===== src/hw/rtl/htsp_pkg.sv =====
// Shared types and constants for the Huffman table segment parser.
package htsp_pkg;

    // Result kind codes
    localparam logic [2:0] KIND_IGNORED = 3'd0;
    localparam logic [2:0] KIND_LENGTH  = 3'd1;
    localparam logic [2:0] KIND_HEADER  = 3'd2;
    localparam logic [2:0] KIND_COUNT   = 3'd3;
    localparam logic [2:0] KIND_SYMBOL  = 3'd4;

    // Index of the last of the sixteen code-length counts
    localparam logic [3:0] LAST_COUNT_INDEX = 4'hF;

    // Length of a segment that holds no table data; smaller lengths are format errors
    localparam logic [15:0] EMPTY_LENGTH = 16'd2;

    // One payload byte of the segment
    typedef struct packed {
        logic [7:0] data_byte;
        logic       seg_start;
    } in_t;

    // One tagged parse result
    typedef struct packed {
        logic [2:0]  kind;
        logic [3:0]  table_class;
        logic [3:0]  table_id;
        logic [11:0] position;
        logic [7:0]  byte_value;
        logic [11:0] symbol_total;
        logic [15:0] segment_length;
        logic        table_done;
        logic        segment_done;
        logic        format_error;
    } out_t;

endpackage


===== src/hw/rtl/htsp_step.sv =====
// Parser state and the per-byte next-state and result logic.
module htsp_step
    import htsp_pkg::*;
(
    input  logic clk,
    input  logic rst_n,
    input  logic take,
    input  in_t  req,
    output out_t res
);

    typedef enum logic [2:0] {
        PH_IDLE,
        PH_LEN_LO,
        PH_HEADER,
        PH_COUNTS,
        PH_SYMBOLS
    } phase_t;

    phase_t      phase_reg, phase_next;
    logic [15:0] bytes_left_reg, bytes_left_next;
    logic [15:0] length_reg, length_next;
    logic [3:0]  count_index_reg, count_index_next;
    logic [11:0] count_sum_reg, count_sum_next;
    logic [11:0] symbols_seen_reg, symbols_seen_next;
    logic [3:0]  cur_class_reg, cur_class_next;
    logic [3:0]  cur_id_reg, cur_id_next;

    logic [15:0] bytes_dec;
    logic [11:0] sum_add;
    logic [11:0] seen_inc;
    logic [15:0] len_lo;

    assign bytes_dec = bytes_left_reg - 16'd1;
    assign sum_add   = count_sum_reg + {4'b0, req.data_byte};
    assign seen_inc  = symbols_seen_reg + 12'd1;
    assign len_lo    = {length_reg[15:8], req.data_byte};

    // Next state and result for the byte at the input
    always_comb
    begin
        phase_next        = phase_reg;
        bytes_left_next   = bytes_left_reg;
        length_next       = length_reg;
        count_index_next  = count_index_reg;
        count_sum_next    = count_sum_reg;
        symbols_seen_next = symbols_seen_reg;
        cur_class_next    = cur_class_reg;
        cur_id_next       = cur_id_reg;
        res               = '0;

        if (req.seg_start)
        begin
            // start always restarts, dropping any segment in progress
            length_next = {req.data_byte, 8'h00};
            res.kind    = KIND_LENGTH;
            phase_next  = PH_LEN_LO;
        end
        else
        begin
            case (phase_reg)
                PH_LEN_LO:
                begin
                    length_next        = len_lo;
                    res.kind           = KIND_LENGTH;
                    res.segment_length = len_lo;
                    if (len_lo < EMPTY_LENGTH)
                    begin
                        res.segment_done = 1'b1;
                        res.format_error = 1'b1;
                        phase_next       = PH_IDLE;
                    end
                    else if (len_lo == EMPTY_LENGTH)
                    begin
                        res.segment_done = 1'b1;
                        phase_next       = PH_IDLE;
                    end
                    else
                    begin
                        bytes_left_next = len_lo - EMPTY_LENGTH;
                        phase_next      = PH_HEADER;
                    end
                end
                PH_HEADER:
                begin
                    cur_class_next     = req.data_byte[7:4];
                    cur_id_next        = req.data_byte[3:0];
                    count_index_next   = '0;
                    count_sum_next     = '0;
                    symbols_seen_next  = '0;
                    bytes_left_next    = bytes_dec;
                    res.kind           = KIND_HEADER;
                    res.table_class    = req.data_byte[7:4];
                    res.table_id       = req.data_byte[3:0];
                    res.segment_length = length_reg;
                    if (bytes_dec == '0)
                    begin
                        res.segment_done = 1'b1;
                        res.format_error = 1'b1;
                        phase_next       = PH_IDLE;
                    end
                    else
                    begin
                        phase_next = PH_COUNTS;
                    end
                end
                PH_COUNTS:
                begin
                    count_sum_next     = sum_add;
                    bytes_left_next    = bytes_dec;
                    res.kind           = KIND_COUNT;
                    res.table_class    = cur_class_reg;
                    res.table_id       = cur_id_reg;
                    res.position       = {8'b0, count_index_reg};
                    res.byte_value     = req.data_byte;
                    res.symbol_total   = sum_add;
                    res.segment_length = length_reg;
                    if (count_index_reg == LAST_COUNT_INDEX)
                    begin
                        if (sum_add == '0)
                        begin
                            // table with no symbols ends on its last count
                            res.table_done = 1'b1;
                            if (bytes_dec == '0)
                            begin
                                res.segment_done = 1'b1;
                                phase_next       = PH_IDLE;
                            end
                            else
                            begin
                                phase_next = PH_HEADER;
                            end
                        end
                        else if (bytes_dec == '0)
                        begin
                            res.segment_done = 1'b1;
                            res.format_error = 1'b1;
                            phase_next       = PH_IDLE;
                        end
                        else
                        begin
                            phase_next = PH_SYMBOLS;
                        end
                    end
                    else
                    begin
                        count_index_next = count_index_reg + 4'd1;
                        if (bytes_dec == '0)
                        begin
                            res.segment_done = 1'b1;
                            res.format_error = 1'b1;
                            phase_next       = PH_IDLE;
                        end
                    end
                end
                PH_SYMBOLS:
                begin
                    bytes_left_next    = bytes_dec;
                    symbols_seen_next  = seen_inc;
                    res.kind           = KIND_SYMBOL;
                    res.table_class    = cur_class_reg;
                    res.table_id       = cur_id_reg;
                    res.position       = symbols_seen_reg;
                    res.byte_value     = req.data_byte;
                    res.symbol_total   = count_sum_reg;
                    res.segment_length = length_reg;
                    if (seen_inc == count_sum_reg)
                    begin
                        res.table_done = 1'b1;
                        if (bytes_dec == '0)
                        begin
                            res.segment_done = 1'b1;
                            phase_next       = PH_IDLE;
                        end
                        else
                        begin
                            phase_next = PH_HEADER;
                        end
                    end
                    else if (bytes_dec == '0)
                    begin
                        res.segment_done = 1'b1;
                        res.format_error = 1'b1;
                        phase_next       = PH_IDLE;
                    end
                end
                default:
                begin
                    // byte outside a segment: ignored, all-zero result
                    phase_next = PH_IDLE;
                end
            endcase
        end
    end

    // State update on each accepted byte
    always_ff @(posedge clk or negedge rst_n)
    begin
        if (!rst_n)
        begin
            phase_reg        <= PH_IDLE;
            bytes_left_reg   <= '0;
            length_reg       <= '0;
            count_index_reg  <= '0;
            count_sum_reg    <= '0;
            symbols_seen_reg <= '0;
            cur_class_reg    <= '0;
            cur_id_reg       <= '0;
        end
        else if (take)
        begin
            phase_reg        <= phase_next;
            bytes_left_reg   <= bytes_left_next;
            length_reg       <= length_next;
            count_index_reg  <= count_index_next;
            count_sum_reg    <= count_sum_next;
            symbols_seen_reg <= symbols_seen_next;
            cur_class_reg    <= cur_class_next;
            cur_id_reg       <= cur_id_next;
        end
    end

endmodule


===== src/hw/rtl/htsp_out_reg.sv =====
// Result register with valid/ready handshake and input back-pressure.
module htsp_out_reg
    import htsp_pkg::*;
(
    input  logic clk,
    input  logic rst_n,
    input  logic load,
    input  out_t load_data,
    output logic space,
    output logic result_valid,
    input  logic result_ready,
    output out_t result
);

    logic valid_reg, valid_next;
    out_t data_reg;

    // room for a new result when empty or when the held one leaves now
    assign space        = !valid_reg || result_ready;
    assign valid_next   = load || (valid_reg && !result_ready);
    assign result_valid = valid_reg;
    assign result       = data_reg;

    // Valid flag
    always_ff @(posedge clk or negedge rst_n)
    begin
        if (!rst_n)
        begin
            valid_reg <= 1'b0;
        end
        else
        begin
            valid_reg <= valid_next;
        end
    end

    // Payload
    always_ff @(posedge clk)
    begin
        if (load)
        begin
            data_reg <= load_data;
        end
    end

endmodule


===== src/hw/rtl/huffman_table_segment_parser.sv =====
// Top level of the define-Huffman-table segment parser.
//
//  channel   signals                                   request
//  input     byte_valid / byte_ready / byte_req         one segment payload byte
//  output    result_valid / result_ready / result       one tagged result per byte
//
//  One byte per clock while the output is not stalled: each accepted byte updates
//  the parser state and loads its result into the output register in the same cycle.
//  Reset leaves the parser idle with an empty output register.
//  byte_ready is high whenever the output register is empty or its result is
//  being taken, so a stalled output holds only one result and stops the input.
module huffman_table_segment_parser
    import htsp_pkg::*;
(
    input  logic clk,
    input  logic rst_n,
    input  logic byte_valid,
    output logic byte_ready,
    input  in_t  byte_req,
    output logic result_valid,
    input  logic result_ready,
    output out_t result
);

    logic take;
    logic space;
    out_t step_res;

    assign byte_ready = space;
    assign take       = byte_valid && space;

    // Per-byte parser
    htsp_step u_step (
        .clk   (clk),
        .rst_n (rst_n),
        .take  (take),
        .req   (byte_req),
        .res   (step_res)
    );

    // Result register
    htsp_out_reg u_out_reg (
        .clk          (clk),
        .rst_n        (rst_n),
        .load         (take),
        .load_data    (step_res),
        .space        (space),
        .result_valid (result_valid),
        .result_ready (result_ready),
        .result       (result)
    );

endmodule

===== config.mk =====
export PLATFORM = sky130hd
export DESIGN_NAME = huffman_table_segment_parser
export DESIGN_NICKNAME = d
export VERILOG_FILES = /design/src/hw/rtl/htsp_pkg.sv /design/src/hw/rtl/htsp_step.sv /design/src/hw/rtl/htsp_out_reg.sv /design/src/hw/rtl/huffman_table_segment_parser.sv
export SDC_FILE = /design/constraint.sdc
export NUM_CORES = 1
export LEC_CHECK = 0
export BUFFER_PORTS_ARGS = -buffer_cell sky130_fd_sc_hd__buf_2
export CAP_MARGIN = 25
export CORE_ASPECT_RATIO = 2
export CORE_MARGIN = 10
export CORE_UTILIZATION = 45
export DETAILED_ROUTE_END_ITERATION = 6
export PLACE_DENSITY = 0.75
export SLEW_MARGIN = 20
export SYNTH_ARGS = -nofsm -noshare
export SYNTH_HDL_FRONTEND = slang
export SYNTH_SLANG_ARGS = --single-unit

===== constraint.sdc =====
create_clock -name clk -period 4 [get_ports clk]
set_input_delay 0.4 -clock clk [delete_from_list [all_inputs] [get_ports clk]]
set_output_delay 0.4 -clock clk [all_outputs]
set_load 0.005 [all_outputs]

==> results of run 1 <==
## how the worst min path moves through the flow
stage                                           from                          endpoint  cells after the start
finish                                    byte_valid  u_out_reg.result_valid$_DFF_PN0_                      2
global route                              byte_valid  u_out_reg.result_valid$_DFF_PN0_                      2
CTS                                       byte_valid  u_out_reg.result_valid$_DFF_PN0_                      2
detailed placement  u_step.length_reg[1]$_DFFE_PN0P_  u_step.length_reg[1]$_DFFE_PN0P_                      1
global placement    u_step.length_reg[3]$_DFFE_PN0P_  u_step.length_reg[3]$_DFFE_PN0P_                      1
floorplan                                      rst_n  u_out_reg.result_valid$_DFF_PN0_                      0
## per-layer routing
| metal | part of all wire (%) | track usage, % | vias to the layer above |
|---|---|---|---|
| met1 | 34 | 17.2 | 2826 |
| met2 | 56 | 33.1 | 190 |
| li1 | - | - | 2701 |
| met3 | 4.8 | 3.39 | 67 |
| met4 | 5.5 | 13.5 | 0 |
| met5 | 0 | 0 | - |
## timing repair
action,4_1_cts,5_1_grt
gates resized for setup,0,0
hold buffers,0,1
endpoints found under the hold margin,0,20
## metrics by stage
| step | power, mW | instance area (sq um) | setup WS [ps] |
|---|---|---|---|
| CTS | 4.42 | 8300 | 633 |
| global placement | 2.73 | 7670 | 470 |
| floorplan | 2.49 | 7140 | 967 |
| detailed placement | 2.76 | 7670 | 435 |
| global route | 4.62 | 8340 | 492 |
| finish | 4.42 | 8340 | 643 |
## power by group through the flow
stage / clock (mW) / sequential [mW] / combinational [mW]
2_1_floorplan: 0 / 1.82 / 0.667
3_3_place_gp: 0 / 1.88 / 0.850
3_5_place_dp: 0 / 1.89 / 0.864
4_1_cts: 1.68 / 1.87 / 0.871
5_1_grt: 1.75 / 1.90 / 0.972
6_report: 1.67 / 1.87 / 0.875
## cell type report
type | count | share of cell area (%)
clock inverter | 15 | 2.42
tap | 201 | 3.02
clock buffer | 17 | 5.10
timing repair buffer | 89 | 6.00
sequential | 134 | 43.9
inverter | 13 | 0.585
multi-input combinational | 520 | 38.9
## cells in the final DEF, fill, tap and decap left out, types with 6 or more instances in the layout
| master | instances |
|---|---|
| a22oi_1 | 9 |
| ha_1 | 13 |
| and3_1 | 6 |
| or3_1 | 10 |
| dfrtp_1 | 72 |
| o22ai_1 | 6 |
| nor4_1 | 6 |
| a22o_1 | 22 |
| clkbuf_16 | 17 |
| mux2_2 | 15 |
| nand2b_1 | 7 |
| nor3_1 | 19 |
| nand2_1 | 64 |
| xor2_1 | 12 |
| buf_4 | 11 |
| a21oi_1 | 40 |
| edfxtp_1 | 62 |
| o31ai_1 | 7 |
| a31oi_1 | 6 |
| and2_1 | 28 |
| mux2i_1 | 10 |
| buf_2 | 76 |
| nand4_1 | 9 |
| xnor2_1 | 25 |
| inv_1 | 11 |
| nor2_1 | 78 |
| o21ai_0 | 55 |
| nand3_1 | 14 |
## logic make-up after synthesis
group                    after synthesis  synth area share (%)
AO/OA/AOI/OAI                        179                  16.2
buffers and inverters                 50                  3.22
XOR/XNOR                              37                  4.54
flip-flops                           134                  51.3
AND/OR/NAND/NOR                      265                  18.4
adder cells (fa/ha/maj)               14                  2.56
multiplexers                          25                  3.77
## critical path, stage by stage, from the launching register on
cell,delay (ps)
dfrtp_1,430
ha_1,240
fa_1,410
a21o_1,200
a221o_2,370
o31a_2,360
mux2i_1,140
a2111oi_1,350
nand4_1,290
o22ai_1,220
o21ai_0,100
==> results_dict.tcl, run 1 <==
set metrics [dict create \
    synth.most_common_cell "nor2_1" \
    r2r_slack_ps 640 \
    post_drt_wl_per_cell_um 19.4 \
    dp_cells 955 \
    area.growth.synth_to_final_pct 16.8 \
    seq_area_frac_synth_pct 51.3 \
    required_ps 4180 \
    synth_edf_count 62 \
    timing.fmax_mhz 298 \
    synth_seq_cells 134 \
    place.gp.congestion 0.894 \
    async_flop_share_pct 53.7 \
    finalClockSkew_ps 8.01 \
    drtAntennaViolNets 0 \
    root_buffer "clkbuf_16" \
    final_core_util_pct 53.1 \
    crit_arrival_ps 3540 \
    pwr-share-clk_pct 37.8 \
    first_pass_iters 6 \
    hold_viol 0 \
    hold_path.class "input pin to flop" \
    htree_levels 4 \
    post_drt_via_cell_ratio 5.85 \
    worstPathMaxFanout 7 \
    synth-main-ff-cell "dfrtp_1" \
    coreArea_sq_um 15700 \
    syn_nets 731 \
    seq_area_sq_um 3660 \
    power_density_nw_per_um2 530 \
    cp-start-kind "flop" \
    route.vias.total 5784 \
    cp-startpoint "u_step.count_sum_reg[0]$_DFFE_PN0P_" \
    drc 0 \
    initial_core_util_pct 45.5 \
    end_kind "flop" \
    drv_cap 0 \
    status "completed" \
    period_minus_slack_ps 3360 \
    synth.area.top_cells "edfxtp_1 26%, dfrtp_1 25%, nor2_1 4.1%, o21ai_0 3.9%, nand2_1 3.4%" \
    setup_viol 0 \
    drive_above_1_share_pct 19.0 \
    fill_cells 1398 \
    p_comb_share_pct 19.8 \
    synth_area_per_cell_sq_um 10.1 \
    reg2reg_depth 10 \
    dieArea_sq_um 21600 \
    p_sw_mw 1.34 \
    max_slew_margin_pct 35.3 \
    p_leak_nw 3.46 \
    cts_inserted_buffers 17 \
    multi_input_comb_area_sq_um 3250 \
    grt_max_degree 73 \
    drt-total-wl_um 19200 \
    overflow 0 \
    synth.distinct_cells 68 \
    grt_pass1_wl_um 30300 \
    cp-endpoint "u_out_reg.result[0]$_SDFFCE_PP0P_" \
    final_cells 989 \
    clk_latency_ps 430 \
    cts_setup_buffers 0 \
    io_pins 77 \
    critPathKind "flop to flop" \
    grt_usage_pct 18.2 \
    p_int_mw 3.08 \
    dr.first_iter.drc_count 344 \
    diodes 0 \
    first_global_vias 5818 \
    yosys.area.top_type "edfxtp_1" \
    tightest_slew_ps 961 \
    nets 802 \
    fin_crit_sh_pct 83.9 \
    dp_hpwl_um 14000 \
    synth_top_area_share_pct 26.1 \
    mappedNetlistArea_sq_um 7140 \
    netlist_instances 704 \
    antenna_found_initial 0 \
    switching_share_pct 30.2 \
    yosysWarnings 0 \
    slew_viol_final 0 \
    whs_ps 170 \
    fp.dieH_um 198 \
    rows 65 \
    fp.dieW_um 109 \
    rr_startpoint "u_step.count_sum_reg[0]$_DFFE_PN0P_" \
    tritoncts "done" \
    worstReg2RegEnd "u_out_reg.result[0]$_SDFFCE_PP0P_" \
    synth_commonest_cells "78 x nor2_1, 72 x dfrtp_1, 64 x nand2_1" \
    vdd_drop_max_uv 327 \
    rsz0062_at_grt "false" \
    cts.sink_count 134 \
    fin_setup_tns_ps 0 \
    largest_reg_flops 62 \
    seqPwrFrac_pct 42.4 \
    port_buffers 76 \
    cts.path.max_buffers 2 \
    cts.clk_slew.worst_paths_ps 60 \
]
No activity file was read; power rests on OpenSTA's default activity.
==> run 2, diff against run 1 <==
==> constraint.sdc (replaced) <==
create_clock -name clk -period 3.45 [get_ports clk]
set_input_delay 0.345 -clock clk [delete_from_list [all_inputs] [get_ports clk]]
set_output_delay 0.345 -clock clk [all_outputs]
set_load 0.005 [all_outputs]
==> run 2 against run 1 <==
  * Clock-buffer cell count up 2
  * Sequential share of layout area shrank 0.53 points
  * Worst hold slack lost 55 ps
  * Largest cell class unchanged
  * Largest power group unchanged
  * First-iteration DRC count up 32%
  * Non-clock buffer count rose by 12
  * Total power increased by 18%
==> results_dict.tcl, run 2 (synthesis results as in run 1) <==
set metrics [dict create \
    status "completed" \
    io_pins 77 \
    root_buffer "clkbuf_16" \
    area.growth.synth_to_final_pct 18.2 \
    slowest_stage "dfrtp_1" \
    crit_arrival_ps 3680 \
    end_kind "flop" \
    fill_cells 1388 \
    hold_path.class "input pin to flop" \
    power_density_nw_per_um2 617 \
    nets 814 \
    total_power_mw 5.20 \
    first_pass_iters 6 \
    fin_crit_sh_pct 96.2 \
    dp_cells 967 \
    largest_reg_flops 62 \
    cts.clk_slew.worst_paths_ps 60 \
    use_met3_pct 4.23 \
    place.gp.congestion 0.905 \
    grt_max_degree 34 \
    final_common_cell "nor2_1" \
    worstHoldEndpoint "u_out_reg.result_valid$_DFF_PN0_" \
    setup_slack_ps 130 \
    placed_area_sq_um 7760 \
    critPathKind "flop to flop" \
    fp.dieW_um 109 \
    grt_pass1_wl_um 30900 \
    slew_viol_final 0 \
    timing.fmax_mhz 301 \
    cts.path.max_buffers 2 \
    reg2reg_depth 11 \
    post_drt_via_cell_ratio 5.88 \
    pre_cts_slack_ps 64.8 \
    drc 0 \
    hp-start "byte_valid" \
    grt_use_met1_pct 17.3 \
    required_ps 3810 \
    grt_use_met2_pct 34.7 \
    coreArea_sq_um 15700 \
    cts_inserted_buffers 17 \
    fin_setup_tns_ps 0 \
    overflow 0 \
    hold_viol 0 \
    final_cell_mix "78 x nor2_1, 76 x buf_2, 72 x dfrtp_1" \
    dr.first_iter.drc_count 454 \
    cp-start-kind "flop" \
    clk_latency_ps 440 \
    dieArea_sq_um 21600 \
    drive_above_1_share_pct 20.5 \
    vdd_drop_max_uv 400 \
    p_leak_nw 3.52 \
    finalClockSkew_ps 12.6 \
    drv_cap 0 \
    initial_core_util_pct 45.5 \
    post_drt_wl_per_cell_um 19.8 \
    r2r_slack_ps 130 \
    worstReg2RegEnd "u_step.phase_reg[1]$_DFFE_PN0P_" \
    tightest_slew_ps 865 \
    worstPathMaxFanout 4 \
    diodes 0 \
    period_minus_slack_ps 3320 \
    port_buffers 76 \
    rr_startpoint "u_step.count_sum_reg[0]$_DFFE_PN0P_" \
    cts.sink_count 134 \
    drt-total-wl_um 19800 \
    final_cells 1001 \
    dp_hpwl_um 14600 \
    setup_viol 0 \
    path_cells "ha_1 -> fa_2 -> a21o_1 -> a221o_2 -> o31a_2 -> mux2i_1 -> a2111oi_2 -> nand4_1 -> buf_4 -> o221a_1 -> o21ai_1" \
    max_slew_margin_pct 42.2 \
    tritoncts "done" \
    rows 65 \
    route.vias.total 5889 \
    first_global_vias 5854 \
    finish.instance_area_sq_um 8440 \
    cpPeakStageDelay_ps 410 \
    htree_levels 4 \
    antenna_found_initial 0 \
    drtAntennaViolNets 0 \
    fp.dieH_um 198 \
    hold_path_depth 2 \
    busiest_layer "met2" \
    grt_usage_pct 18.8 \
]
[run 2: cell type report]
cell class                      instances  area (sq um)  share of cell area [%]
Timing Repair Buffer                  101           571                    6.76
Inverter                               13          48.8                   0.578
Clock buffer                           19           443                    5.25
Multi-Input combinational cell        520          3260                    38.6
Tap cell                              201           251                    2.98
Clock inverter                         13           201                    2.39
Sequential cell                       134          3660                    43.4
[run 2: metal layers]
| layer | vias to the layer above | wire [um] |
|---|---|---|
| met5 | - | 0 |
| met4 | 0 | 1080 |
| met3 | 69 | 1040 |
| met2 | 233 | 11100 |
| met1 | 2847 | 6580 |
| li1 | 2740 | - |
[run 2: report_power, final]
group          total (mW)  internal, mW  switching [mW]
logic                1.04         0.451           0.585
registers            2.17          1.92           0.250
clock network        2.00          1.30           0.702
total                5.20          3.67            1.54
[run 2: critical path: cells and delay by family, from the launching register on]
kind	cells	cell delay, ps
mux	1	140
fa+ha+maj	2	600
flops	1	410
compound gates	6	1590
simple gates	1	280
buf+inv	1	230
[run 2: metrics by stage]
| step | utilization, % | hold slack, ps |
|---|---|---|
| after floorplan | - | 49.4 |
| after global placement | 49.5 | 380 |
| after detailed placement | 49.5 | 393 |
| after CTS | 53.6 | 98.4 |
| after global routing | 53.8 | 118 |
| final | 53.8 | 115 |
[run 2: how the worst max path moves through the flow]
stage	startpoint	end	slack (ps)	cells after the start
final	u_step.count_sum_reg[0]$_DFFE_PN0P_	u_step.phase_reg[1]$_DFFE_PN0P_	130	11
after global placement	byte_req[1]	u_out_reg.result[0]$_SDFFCE_PP0P_	70	11
after floorplan	u_step.count_sum_reg[0]$_DFFE_PN0P_	u_out_reg.result[0]$_SDFFCE_PP0P_	420	10
after CTS	u_step.count_sum_reg[0]$_DFFE_PN0P_	u_out_reg.result[0]$_SDFFCE_PP0P_	80	10
after detailed placement	byte_req[1]	u_out_reg.result[0]$_SDFFCE_PP0P_	60	11
after global routing	u_step.count_sum_reg[0]$_DFFE_PN0P_	u_step.phase_reg[1]$_DFFE_PN0P_	-3	11
[run 2: repair_timing]
item | 4_1_cts | 5_1_grt
hold buffers | 1 | 0
hold endpoints to repair | 21 | 0
setup endpoints to repair | 0 | 1
gates resized for setup | 0 | 3
setup buffers | 0 | 1
